### src/obot_pkg.sv
// Package for the oriented box overlap test unit.
// Field widths, configuration register indexes and the pipeline control type.
// No dependencies.
package obot_pkg;

   localparam int DEF_TRIG_FRAC_BITS = 15;

   localparam int COORD_W   = 28;
   localparam int HALF_W    = 20;
   localparam int MARGIN_W  = 16;
   localparam int DELTA_W   = COORD_W + 1;
   localparam int EXT_HALF_W = HALF_W + 1;

   localparam int CSR_IDX_W  = 4;
   localparam int CSR_DATA_W = 28;

   localparam logic [CSR_IDX_W-1:0] CSR_REF_CENTER_X = CSR_IDX_W'(0);
   localparam logic [CSR_IDX_W-1:0] CSR_REF_CENTER_Y = CSR_IDX_W'(1);
   localparam logic [CSR_IDX_W-1:0] CSR_REF_HALF_LEN = CSR_IDX_W'(2);
   localparam logic [CSR_IDX_W-1:0] CSR_REF_HALF_WID = CSR_IDX_W'(3);
   localparam logic [CSR_IDX_W-1:0] CSR_REF_COS      = CSR_IDX_W'(4);
   localparam logic [CSR_IDX_W-1:0] CSR_REF_SIN      = CSR_IDX_W'(5);
   localparam logic [CSR_IDX_W-1:0] CSR_LON_MARGIN   = CSR_IDX_W'(6);
   localparam logic [CSR_IDX_W-1:0] CSR_LAT_MARGIN   = CSR_IDX_W'(7);

   localparam int NUM_STAGES = 5;

   typedef struct packed {
      logic [NUM_STAGES-1:0] en;
   } stage_ctrl_type;

endpackage

### src/obot_csr.sv
// Configuration registers of the reference box, with the enlarged half sizes.
// Depends on obot_pkg.
module obot_csr import obot_pkg::*; #(
   parameter int TRIG_FRAC_BITS = DEF_TRIG_FRAC_BITS
) (
   input  logic                          clock,
   input  logic                          reset,
   input  logic                          csr_valid,
   output logic                          csr_ready,
   input  logic [CSR_IDX_W-1:0]          csr_index,
   input  logic [CSR_DATA_W-1:0]         csr_wdata,
   output logic signed [COORD_W-1:0]     ref_center_x,
   output logic signed [COORD_W-1:0]     ref_center_y,
   output logic signed [TRIG_FRAC_BITS:0] ref_cos,
   output logic signed [TRIG_FRAC_BITS:0] ref_sin,
   output logic [EXT_HALF_W-1:0]         ref_half_len_ext,
   output logic [EXT_HALF_W-1:0]         ref_half_wid_ext
);

   localparam int TW = TRIG_FRAC_BITS + 1;

   logic signed [COORD_W-1:0] center_x_ff, center_y_ff;
   logic [HALF_W-1:0]         half_len_ff, half_wid_ff;
   logic signed [TW-1:0]      cos_ff, sin_ff;
   logic [MARGIN_W-1:0]       lon_margin_ff, lat_margin_ff;
   logic                      wr_en;

   assign csr_ready = 1'b1;
   assign wr_en     = csr_valid && csr_ready;

   always_ff @(posedge clock) begin
      if (reset) begin
         center_x_ff   <= '0;
         center_y_ff   <= '0;
         half_len_ff   <= '0;
         half_wid_ff   <= '0;
         cos_ff        <= {1'b0, {TRIG_FRAC_BITS{1'b1}}};
         sin_ff        <= '0;
         lon_margin_ff <= '0;
         lat_margin_ff <= '0;
      end else if (wr_en) begin
         case (csr_index)
            CSR_REF_CENTER_X: center_x_ff   <= csr_wdata[COORD_W-1:0];
            CSR_REF_CENTER_Y: center_y_ff   <= csr_wdata[COORD_W-1:0];
            CSR_REF_HALF_LEN: half_len_ff   <= csr_wdata[HALF_W-1:0];
            CSR_REF_HALF_WID: half_wid_ff   <= csr_wdata[HALF_W-1:0];
            CSR_REF_COS:      cos_ff        <= csr_wdata[TW-1:0];
            CSR_REF_SIN:      sin_ff        <= csr_wdata[TW-1:0];
            CSR_LON_MARGIN:   lon_margin_ff <= csr_wdata[MARGIN_W-1:0];
            CSR_LAT_MARGIN:   lat_margin_ff <= csr_wdata[MARGIN_W-1:0];
            default: begin
            end
         endcase
      end
   end

   assign ref_center_x     = center_x_ff;
   assign ref_center_y     = center_y_ff;
   assign ref_cos          = cos_ff;
   assign ref_sin          = sin_ff;
   assign ref_half_len_ext = EXT_HALF_W'(half_len_ff) + EXT_HALF_W'(lon_margin_ff);
   assign ref_half_wid_ext = EXT_HALF_W'(half_wid_ff) + EXT_HALF_W'(lat_margin_ff);

endmodule

### config.mk
export PLATFORM = sky130hd
export DESIGN_NAME = obot_csr
export DESIGN_NICKNAME = d
export VERILOG_FILES = /design/src/obot_pkg.sv /design/src/obot_csr.sv
export SDC_FILE = /design/constraint.sdc
export NUM_CORES = 1
export LEC_CHECK = 0
export ABC_AREA = 1
export BUFFER_PORTS_ARGS = -buffer_cell sky130_fd_sc_hd__buf_2
export CAP_MARGIN = 25
export CORE_MARGIN = 2
export CORE_UTILIZATION = 36
export CTS_CLUSTER_SIZE = 40
export DETAILED_ROUTE_END_ITERATION = 6
export GPL_ROUTABILITY_DRIVEN = 0
export GPL_TIMING_DRIVEN = 0
export HOLD_SLACK_MARGIN = 0.1
export PLACE_DENSITY = 0.61
export SLEW_MARGIN = 0
export SYNTH_ARGS = -nofsm -noshare
export SYNTH_HDL_FRONTEND = slang
export SYNTH_SLANG_ARGS = --single-unit
### constraint.sdc
create_clock -name clock -period 2.1 [get_ports clock]
set_input_delay 0.315 -clock clock [delete_from_list [all_inputs] [get_ports clock]]
set_output_delay 0.315 -clock clock [all_outputs]
set_load 0.02 [all_outputs]
==> results of run 1 <==
==> worst min-delay path, stage by stage <==
cell	delay [ps]
buf_2	90
nor2_1	40
nor2_1	80
==> routing by layer <==
metal | vias to the layer above | global-route usage (%) | routed length [um]
met2 | 255 | 37.13 | 12190
li1 | 4089 | - | -
met3 | 44 | 6.916 | 1946
met5 | - | 0 | 0
met1 | 3721 | 29.40 | 11990
met4 | 0 | 8.565 | 760
==> logic make-up (layout without fill, tap and decap cells) <==
logic type / Yosys count / count (layout) / synth area share (%)
DFF: 160 / 160 / 40.83
xor gates and xnor gates: 18 / 18 / 2.010
AOI/OAI and AO/OA: 231 / 231 / 14.80
other: 1 / 1 / 0.04780
buffers and inverters: 162 / 402 / 8.947
adders and majority gates: 34 / 34 / 5.614
and+or+nand+nor: 533 / 533 / 27.75
==> stage by stage <==
stage | instance area (um2) | worst slack, ps | cells | setup TNS [ps] | total power, W
after floorplan | 7845 | 150.8 | 1139 | 0 | 0.003537
after global placement | 9016 | -96.38 | 1583 | -323.3 | 0.003797
after detailed placement | 9016 | -119.9 | 1583 | -384.5 | 0.003802
after CTS | 11060 | -281.4 | 1648 | -5333 | 0.007073
after global routing | 11490 | -345.5 | 1659 | -8582 | 0.007300
final | 11490 | -232.7 | 1659 | -5208 | 0.007057
==> cells in the final DEF (no fill, tap or decap), drive strengths merged, types with 3 or more instances in the layout <==
master / n
bufinv: 3
clkinv: 5
nand3: 55
o21ai: 151
nand2: 219
clkbuf: 42
buf: 233
nor2: 241
inv: 117
ha: 32
xor2: 16
a21oi: 78
dfxtp: 160
nor3: 8
nand4: 6
==> power by group <==
part / total (W) / internal, W / switching [W] / leakage (nW)
combinational: 0.000713 / 0.000260 / 0.000453 / 3.89
sequential: 0.00316 / 0.00310 / 0.0000551 / 1.32
clock: 0.00319 / 0.00196 / 0.00123 / 0.292
==> worst min-delay path by stage <==
stage / start / end / slack, ps / cells after the start
finish: csr_wdata[24] / ref_center_y[24]$_SDFFE_PP0P_ / 140 / 3
global placement: ref_center_x[19]$_SDFFE_PP0P_ / ref_center_x[19]$_SDFFE_PP0P_ / 430 / 2
detailed placement: ref_center_x[6]$_SDFFE_PP0P_ / ref_center_x[6]$_SDFFE_PP0P_ / 430 / 2
global route: csr_wdata[24] / ref_center_y[24]$_SDFFE_PP0P_ / 140 / 3
floorplan: half_wid_ff[0]$_SDFFE_PP0P_ / half_wid_ff[0]$_SDFFE_PP0P_ / 430 / 2
CTS: csr_wdata[26] / ref_center_y[26]$_SDFFE_PP0P_ / 120 / 3
==> cell usage after synthesis, drive strengths merged <==
| master | instances |
|---|---|
| xnor2 | 2 |
| o21bai | 2 |
| o21ai | 151 |
| xor2 | 16 |
| and2 | 2 |
| nor2 | 241 |
| clkbuf | 20 |
| inv | 117 |
| nand4 | 6 |
| a21oi | 78 |
| nor3 | 8 |
| conb | 1 |
| nand3 | 55 |
| dfxtp | 160 |
| buf | 24 |
| nand2 | 219 |
| ha | 32 |
| fa | 2 |
| clkinv | 1 |
| nand3b | 2 |
==> final cells by class <==
cell class              instances  area [um2]
repair buffers                209        1401
clock buffers                  22       474.2
inverters                     118       444.2
plain buffers                  44       257.7
clock inverters                 9       132.6
well taps                     280       350.3
fillers                      1974       10130
flip-flops and latches        160        3287
multi-input cells             817        5141
==> repair_timing <==
action,4_1_cts,5_1_grt
buffers inserted,35,13
cloned,0,0
setup endpoints to repair,37,38
hold buffers,0,0
pin swaps,72,68
gates resized for setup,302,91
==> registers in the layout (all words and copies together), names as in the netlist <==
signal	count
half_len_ff	20
half_wid_ff	20
lat_margin_ff	16
lon_margin_ff	16
ref_center_x	28
ref_center_y	28
ref_cos	16
ref_sin	16
==> qor.csv, run 1 <==
stage,metric,value,unit
detailed_routing,Iter 0 DRT Violations,344,
setup_path,crit path DAT,2020,ps
synth,synth unique cells,30,
setup_path,kind of critical path,register to primary output,
detailed_routing,Remaining DRCs,0,
floorplan,core area,21620,um2
cts,CTS Sinks,160,
timing,"Slew Viols, Final",0,
power_and_ir_drop,PwrDens,614.2,nW/um2
placed_design,I/O Buffers,164,
detailed_routing,total wire length,26.89,mm
synth,"Seq/Total Area, Yosys",40.83,%
cts,Max Root-Sink Buffers,2,
hold_path,HP Class,input port to register,
setup_path,reg2reg end,half_len_ff[16]$_SDFFE_PP0P_,
global_routing,first-pass GRT wire length,40.90,mm
global_routing,vias in the first global route,7813,
detailed_routing,via count,8109,
power_and_ir_drop,peak supply drop,0.4419,mV
finish,Post-layout nets,1436,
timing,final hold viol count,0,
timing,fin worst setup slack,-232.7,ps
floorplan,die height,151.6,um
timing,fin crit share,111.1,%
detailed_routing,ANT nets after route,0,
cts,CTS Buf Count,17,
synth,ranking of synthesized cells by area,"dfxtp_1, nor2_1, nand2_1",
timing,Rel. slew slack,59.43,%
timing,Clock Skew,0,ps
setup_path,CP Cell Sequence,ha_4 > fa_2 > nand3_2 > nand3_2 > nand2_2 > nand2_4 > nand2_4 > nand2_1 > nand2_1 > nand2_2 > buf_6,
setup_path,Setup crit end,ref_half_wid_ext[16],
detailed_routing,First-pass DRT Iterations,4,
setup_path,startpoint types,register,
setup_path,critical-path cell with the highest stage delay,fa_2,
setup_path,flop2flop setup slack,1370,ps
finish,Area Growth Syn to Fin,46.44,%
synth,#FFs+latches synth,160,
run,Max-Cap Viols,0,
synth,Post-Syn Area,7845,um2
detailed_routing,wire length per cell,16.21,um
setup_path,crit-path max FO,3,
setup_path,crit end category,primary output,
timing,hold slack,140.8,ps
synth,Synth Area per Inst,6.888,um2
cts,clk_lat worst skew,410,ps
floorplan,row cnt,54,
detailed_routing,Vias/cell,4.888,
synth,synthesized instance count,1139,
setup_path,"delay-heaviest family, CP",simple AND/OR/NAND/NOR gates,
floorplan,Starting Density,36.28,%
global_routing,grt ovf,0,
setup_path,r2r startpoint,half_len_ff[16]$_SDFFE_PP0P_,
placed_design,hpwl dp,18.44,mm
global_routing,antenna violations before repair,0,
cts,H-tree level count,4,
floorplan,I/O pin cnt,166,
timing,setup violators final,35,
finish,Inserted Diodes,0,
global_routing,largest net degree at the start of global routing,17,
setup_path,"Req. time, crit path",1780,ps
outcome,status,finished with violations,
setup_path,CP Depth,11,
timing,Worst Tran Pin Value,608.5,ps
synth,cell taking the most area after synthesis,dfxtp_1,
setup_path,CP Launch Point,lat_margin_ff[0]$_SDFFE_PP0P_,
timing,unrepaired setup endpoints after global routing,true,
timing,fmax,0.4287,GHz
finish,fin util,53.14,%
floorplan,Die X-Extent,151.6,um
global_routing,GRT Util Overall,23.12,%
synth,Yosys top cell area share,40.83,%
finish,layout cells sized above 1,38.51,%
floorplan,Die ar.,22990,um2
setup_path,path depth of the worst reg2reg path,2,
setup_path,Critical path buffers and inverters,1,
synth,Synth Net Count,1208,
synth,Yosys Warn Count,0,
cts,CTS tree,built,
timing,Tmin final,2333,ps
power_and_ir_drop,Leak Pwr,5.503,nW
outcome,failing checks,negative setup slack,
cts,"Clk pin slew, worst setup/hold paths",60,ps
setup_path,crit-path max cell delay,370,ps
cts,Root Driver,clkbuf_16,
(Power assumes the default switching activity.)
==> run 2: changes to the inputs <==
--- a/config.mk
+++ b/config.mk
@@ -5,17 +5,16 @@
 export SDC_FILE = /design/constraint.sdc
 export NUM_CORES = 1
 export LEC_CHECK = 0
-export ABC_AREA = 1
 export BUFFER_PORTS_ARGS = -buffer_cell sky130_fd_sc_hd__buf_2
 export CAP_MARGIN = 25
 export CORE_MARGIN = 2
-export CORE_UTILIZATION = 36
+export CORE_UTILIZATION = 45
 export CTS_CLUSTER_SIZE = 40
 export DETAILED_ROUTE_END_ITERATION = 6
 export GPL_ROUTABILITY_DRIVEN = 0
 export GPL_TIMING_DRIVEN = 0
 export HOLD_SLACK_MARGIN = 0.1
-export PLACE_DENSITY = 0.61
+export PLACE_DENSITY = 0.72
 export SLEW_MARGIN = 0
 export SYNTH_ARGS = -nofsm -noshare
 export SYNTH_HDL_FRONTEND = slang
==> qor.csv, run 2 <==
stage,metric,value,unit
outcome,status,finished with violations,
outcome,failing checks,negative setup slack,
timing,Tmin final,3036,ps
finish,Area Growth Syn to Fin,32.47,%
floorplan,I/O pin cnt,166,
setup_path,"delay-heaviest family, CP",simple AND/OR/NAND/NOR gates,
timing,"Slew Viols, Final",0,
synth,Yosys Warn Count,0,
global_routing,antenna violations before repair,2,
setup_path,critical-path cell with the highest stage delay,or4_4,
setup_path,CP Cell Sequence,ha_4 > fa_2 > a211oi_2 > o21bai_2 > or4_4 > nand4_1 > a311oi_2 > xor2_2 > buf_2,
cts,H-tree level count,4,
cts,CTS Buf Count,17,
setup_path,startpoint types,register,
timing,fmax,0.3294,GHz
setup_path,"Req. time, crit path",1780,ps
finish,Finished Layout Cells,1336,
timing,hold slack,125.0,ps
finish,fillers,1445,
global_routing,vias in the first global route,6727,
floorplan,die height,132.7,um
cts,"Clk pin slew, worst setup/hold paths",70,ps
floorplan,row cnt,47,
floorplan,Die ar.,17610,um2
timing,final hold viol count,0,
floorplan,Starting Density,45.42,%
finish,layout cells sized above 1,27.11,%
synth,Synth Net Count,989,
synth,most frequent cells after synthesis,"nand2_1, dfxtp_1, a21oi_1",
setup_path,path depth of the worst reg2reg path,2,
timing,unrepaired setup endpoints after global routing,true,
cts,CTS Sinks,160,
setup_path,crit path DAT,2720,ps
setup_path,crit-path max FO,4,
global_routing,largest net degree at the start of global routing,17,
timing,setup violators final,36,
floorplan,core area,16410,um2
detailed_routing,First-pass DRT Iterations,5,
setup_path,flop2flop setup slack,1260,ps
timing,Worst Tran Pin Value,731.0,ps
timing,fin crit share,144.6,%
setup_path,reg2reg end,ref_cos[8]$_SDFFE_PP1P_,
placed_design,I/O Buffers,147,
cts,CTS tree,built,
finish,Post-layout nets,1170,
cts,Max Root-Sink Buffers,2,
detailed_routing,Remaining DRCs,0,
synth,ys flop type,dfxtp_1,
synth,Post-Syn Area,7452,um2
detailed_routing,Vias/cell,5.316,
setup_path,crit-path max cell delay,480,ps
placed_design,hpwl dp,16.02,mm
timing,Rel. slew slack,51.27,%
detailed_routing,wire length per cell,16.99,um
setup_path,Setup crit end,ref_half_len_ext[12],
global_routing,GRT Util Overall,25.32,%
detailed_routing,Iter 0 DRT Violations,482,
global_routing,grt ovf,0,
cts,Root Driver,clkbuf_16,
setup_path,r2r startpoint,ref_cos[8]$_SDFFE_PP1P_,
detailed_routing,ANT nets after route,0,
placed_design,# placed instances,1287,
synth,ranking of synthesized cells by area,"dfxtp_1, nand2_1, a21oi_1",
cts,Hold Buf Count CTS,0,
synth,cell taking the most area after synthesis,dfxtp_1,
synth,Yosys top cell area share,42.98,%
setup_path,CP Launch Point,half_len_ff[0]$_SDFFE_PP0P_,
synth,top-count cell post-synth,nand2_1,
timing,Clock Skew,0,ps
synth,asr flop ratio synth,0,%
setup_path,crit end category,primary output,
synth,synthesized instance count,920,
setup_path,kind of critical path,register to primary output,
power_and_ir_drop,peak supply drop,0.5436,mV
hold_path,HP Class,input port to register,
finish,"commonest non-fill, non-tap cell in the layout",nand2_1,
finish,register area,3227,um2
power_and_ir_drop,PwrDens,681.2,nW/um2
setup_path,Critical path buffers and inverters,1,
finish,most frequent cells in the layout,"nand2_1, dfxtp_1, a21oi_1",
finish,fin util,60.17,%
synth,"Seq/Total Area, Yosys",42.98,%
synth,Synth Area per Inst,8.100,um2
timing,fin worst setup slack,-935.6,ps
finish,multi-input logic area,4456,um2
synth,Post-synth EDFFs,0,
power_and_ir_drop,Leak Pwr,4.003,nW
setup_path,CP Depth,9,
run,Max-Cap Viols,0,
cts,clk_lat worst skew,430,ps
detailed_routing,via count,7102,
synth,#FFs+latches synth,160,
global_routing,first-pass GRT wire length,34.98,mm
detailed_routing,total wire length,22.70,mm
synth,synth unique cells,58,
floorplan,Die X-Extent,132.7,um
-- run 2: how the worst min path moves through the flow --
| stage | from | endpoint | slack, ps | cells after the start |
|---|---|---|---|---|
| 6_report | csr_wdata[20] | ref_center_y[20]$_SDFFE_PP0P_ | 130 | 3 |
| 4_1_cts | csr_wdata[20] | ref_center_y[20]$_SDFFE_PP0P_ | 120 | 3 |
| 5_1_grt | csr_wdata[23] | ref_center_y[23]$_SDFFE_PP0P_ | 140 | 3 |
| 3_5_place_dp | ref_center_x[6]$_SDFFE_PP0P_ | ref_center_x[6]$_SDFFE_PP0P_ | 440 | 2 |
| 3_3_place_gp | ref_center_y[26]$_SDFFE_PP0P_ | ref_center_y[26]$_SDFFE_PP0P_ | 440 | 2 |
| 2_1_floorplan | lat_margin_ff[10]$_SDFFE_PP0P_ | lat_margin_ff[10]$_SDFFE_PP0P_ | 440 | 2 |
-- run 2: cell type report --
class / instances / share of cell area, %
Clock buffer: 22 / 4.905
Timing Repair Buffer: 163 / 9.975
Multi-Input combinational cell: 684 / 45.13
Sequential cell: 160 / 32.69
Inverter: 6 / 0.2281
Tap cell: 220 / 2.788
Clock inverter: 10 / 1.242
Antenna cell: 2 / 0.05070
Buffer: 69 / 2.991
-- run 2: power breakdown --
part | switching [W] | internal, W | leakage (nW) | total, W
clock | 0.00127 | 0.00189 | 0.295 | 0.00316
combinational | 0.000317 | 0.000140 | 2.41 | 0.000458
sequential | 0.0000280 | 0.00308 | 1.30 | 0.00310
total | 0.00162 | 0.00511 | 4.00 | 0.00673
-- run 2: tightest hold or removal path, stage by stage --
cell	delay, ps
buf_2	100
nand2_1	50
a21oi_1	50
-- run 2: what timing repair did --
| action | 4_1_cts | 5_1_grt |
|---|---|---|
| setup endpoints to repair | 35 | 37 |
| setup buffers | 13 | 10 |
| pin swaps | 30 | 22 |
| gates resized for setup | 57 | 30 |
| hold endpoints to repair | 0 | 0 |
-- run 2: layer usage --
metal  vias to the layer above  wire [um]  track usage [%]
li1                       3456          -                -
met1                      3409      10010            32.41
met2                       216      10670            41.54
met3                        21       1759            8.352
met4                         0        264            5.914
met5                         -          0                0
-- run 2: cells by family after synthesis --
logic type                 Yosys count  synth area share, %
and+or+nand+nor                    360                20.47
AOI/OAI and AO/OA                  222                18.12
DFF                                160                42.98
buffers and inverters               76                4.046
adders and majority gates           34                5.910
xor gates and xnor gates            34                3.996
muxes                               33                4.433
other                                1              0.05032
-- run 2: metrics by stage --
stage          cell area [um2]  setup WS [ps]  power [W]  TNS (ps)
2_1_floorplan             7828         -368.9   0.003440     -2481
3_3_place_gp              8838         -582.6   0.003608     -8199
3_5_place_dp              8838         -570.8   0.003614     -8098
4_1_cts                   9753         -936.6   0.006727    -21180
5_1_grt                   9872          -1052   0.006908    -24450
6_report                  9872         -935.6   0.006725    -20720
==> run 3: changes to the inputs <==
==> constraint.sdc (replaced) <==
create_clock -name clock -period 3.2 [get_ports clock]
set_input_delay 0.48 -clock clock [delete_from_list [all_inputs] [get_ports clock]]
set_output_delay 0.48 -clock clock [all_outputs]
set_load 0.02 [all_outputs]
==> qor.csv, run 3 (synthesis results as in run 2) <==
stage,metric,value,unit
detailed_routing,wire length per cell,16.66,um
timing,fin crit share,98.17,%
finish,fillers,1550,
floorplan,Die ar.,17610,um2
floorplan,core area,16410,um2
floorplan,die height,132.7,um
finish,most frequent cells in the layout,"nand2_1, dfxtp_1, buf_2",
detailed_routing,First-pass DRT Iterations,5,
floorplan,row cnt,47,
hold_path,Hold Path Depth,3,
timing,unrepaired setup endpoints after global routing,true,
setup_path,flop2flop setup slack,2350,ps
floorplan,I/O pin cnt,166,
cts,CTS Buf Count,17,
global_routing,largest net degree at the start of global routing,17,
power_and_ir_drop,Comb pwr share,6.3,%
hold_path,worst hold path startpoint,csr_wdata[25],
detailed_routing,via count,6993,
setup_path,reg2reg end,ref_cos[10]$_SDFFE_PP1P_,
global_routing,grt ovf,0,
timing,Worst Tran Pin Value,787.1,ps
global_routing,vias in the first global route,6387,
power_and_ir_drop,Leak Pwr,3.901,nW
detailed_routing,Remaining DRCs,0,
setup_path,crit-path max FO,4,
power_and_ir_drop,internal power,0.003443,W
setup_path,r2r startpoint,ref_cos[10]$_SDFFE_PP1P_,
global_routing,antenna violations before repair,0,
timing,Tmin final,3141,ps
cts,CTS tree,built,
global_routing,GRT Util Overall,24.68,%
cts,CTS Sinks,160,
setup_path,path depth of the worst reg2reg path,2,
global_routing,first-pass GRT wire length,34.00,mm
detailed_routing,Iter 0 DRT Violations,458,
cts,H-tree level count,4,
cts,Root Driver,clkbuf_16,
cts,"Clk pin slew, worst setup/hold paths",70,ps
finish,Area Growth Syn to Fin,24.11,%
power_and_ir_drop,clock power share,48.7,%
timing,hold slack,303.7,ps
hold_path,HP Class,input port to register,
finish,"commonest non-fill, non-tap cell in the layout",nand2_1,
power_and_ir_drop,PwrDens,489.1,nW/um2
timing,setup violators final,0,
detailed_routing,Vias/cell,5.282,
setup_path,crit end category,primary output,
power_and_ir_drop,sequential power share,45.0,%
finish,Post-layout nets,1160,
finish,fin util,56.37,%
placed_design,hpwl dp,15.85,mm
cts,clk_lat worst skew,420,ps
detailed_routing,total wire length,22.06,mm
finish,Inserted Diodes,0,
setup_path,kind of critical path,register to primary output,
detailed_routing,ANT nets after route,0,
outcome,status,finished clean,
timing,"Slew Viols, Final",0,
placed_design,I/O Buffers,147,
cts,Max Root-Sink Buffers,2,
timing,final hold viol count,0,
setup_path,startpoint types,register,
timing,fmax,0.3183,GHz
floorplan,Die X-Extent,132.7,um
setup_path,"Req. time, crit path",2720,ps
timing,Rel. slew slack,47.53,%
setup_path,crit path DAT,2660,ps
power_and_ir_drop,peak supply drop,0.5108,mV
timing,Clock Skew,0,ps
power_and_ir_drop,Psw,0.001081,W
power_and_ir_drop,Net Sw Frac,23.89,%
run,Max-Cap Viols,0,
setup_path,CP Launch Point,lon_margin_ff[0]$_SDFFE_PP0P_,
finish,layout cells sized above 1,20.38,%
floorplan,Starting Density,45.42,%
hold_path,Worst Hold End,ref_center_y[25]$_SDFFE_PP0P_,
-- run 3: cell count changes in the layout (fill, tap and decap cells not counted), moves of 4 or more --
cell,before,now
a21oi_1,136,144
a21oi_2,10,2
buf_2,131,152
buf_4,26,11
buf_6,17,1
clkbuf_8,6,1
dfxtp_1,143,158
dfxtp_2,16,2
ha_1,19,30
ha_4,12,1
xnor2_1,14,18
xnor2_2,5,1
xor2_1,5,15
xor2_2,9,0
-- run 3: per-stage QoR --
| stage | worst slack (ps) | total power (W) | TNS (ps) | instance area, um2 | instances |
|---|---|---|---|---|---|
| finish | 58.68 | 0.004524 | 0 | 9249 | 1324 |
| global route | -70.67 | 0.004653 | -202.3 | 9249 | 1324 |
| CTS | -14.62 | 0.004532 | -33.45 | 9196 | 1324 |
| detailed placement | 180.9 | 0.002362 | 0 | 8463 | 1287 |
| global placement | 201.5 | 0.002359 | 0 | 8463 | 1287 |
| floorplan | 362.2 | 0.002248 | 0 | 7452 | 920 |
-- run 3: power groups by stage --
stage	registers, W	logic [W]	clock network [W]
3_5_place_dp	0.00208	0.000284	0
3_3_place_gp	0.00208	0.000281	0
2_1_floorplan	0.00210	0.000152	0
5_1_grt	0.00204	0.000311	0.00231
4_1_cts	0.00203	0.000286	0.00221
6_report	0.00203	0.000287	0.00220
-- run 3: area by class of cell --
type | count | area, um2 | area share (%)
multi-input combinational | 684 | 4030 | 43.57
sequential | 160 | 3206 | 34.66
timing repair buffer | 153 | 797.0 | 8.617
clock buffer | 18 | 439.2 | 4.748
buffer | 69 | 275.3 | 2.976
tap | 220 | 275.3 | 2.976
clock inverter | 14 | 203.9 | 2.205
inverter | 6 | 22.52 | 0.2435
-- run 3: worst max path at each step --
stage                           endpoint  slack, ps  depth (start not counted)
floorplan           ref_half_len_ext[16]        360                          8
global placement    ref_half_len_ext[20]        200                          9
detailed placement  ref_half_len_ext[16]        180                          9
CTS                 ref_half_len_ext[16]        -10                          9
global route        ref_half_wid_ext[16]        -70                          9
finish              ref_half_len_ext[12]         60                          9
-- run 3: repair_timing --
action / CTS / global route
hold buffers: 0 / 0
setup endpoints to repair: 10 / 17
buffers inserted: 5 / 1
gates resized for setup: 15 / 12
pin swaps: 9 / 4
-- run 3: worst max-delay path, cell delays in order, from the launching register on --
cell      delay (ps)
dfxtp_2          340
ha_4             160
fa_2             380
a211oi_2         210
o21bai_2         100
or4_4            480
nand4_1          130
a311oi_1         120
xor2_1           160
buf_4            170
-- run 3: layer usage --
layer	share of wire, %	track usage (%)	routed length, um	vias up
met5	0	0	0	-
met4	0.89	5.257	197	0
met3	9.5	8.238	2095	15
met2	47	40.18	10440	232
met1	42	31.97	9317	3305
li1	-	-	-	3441
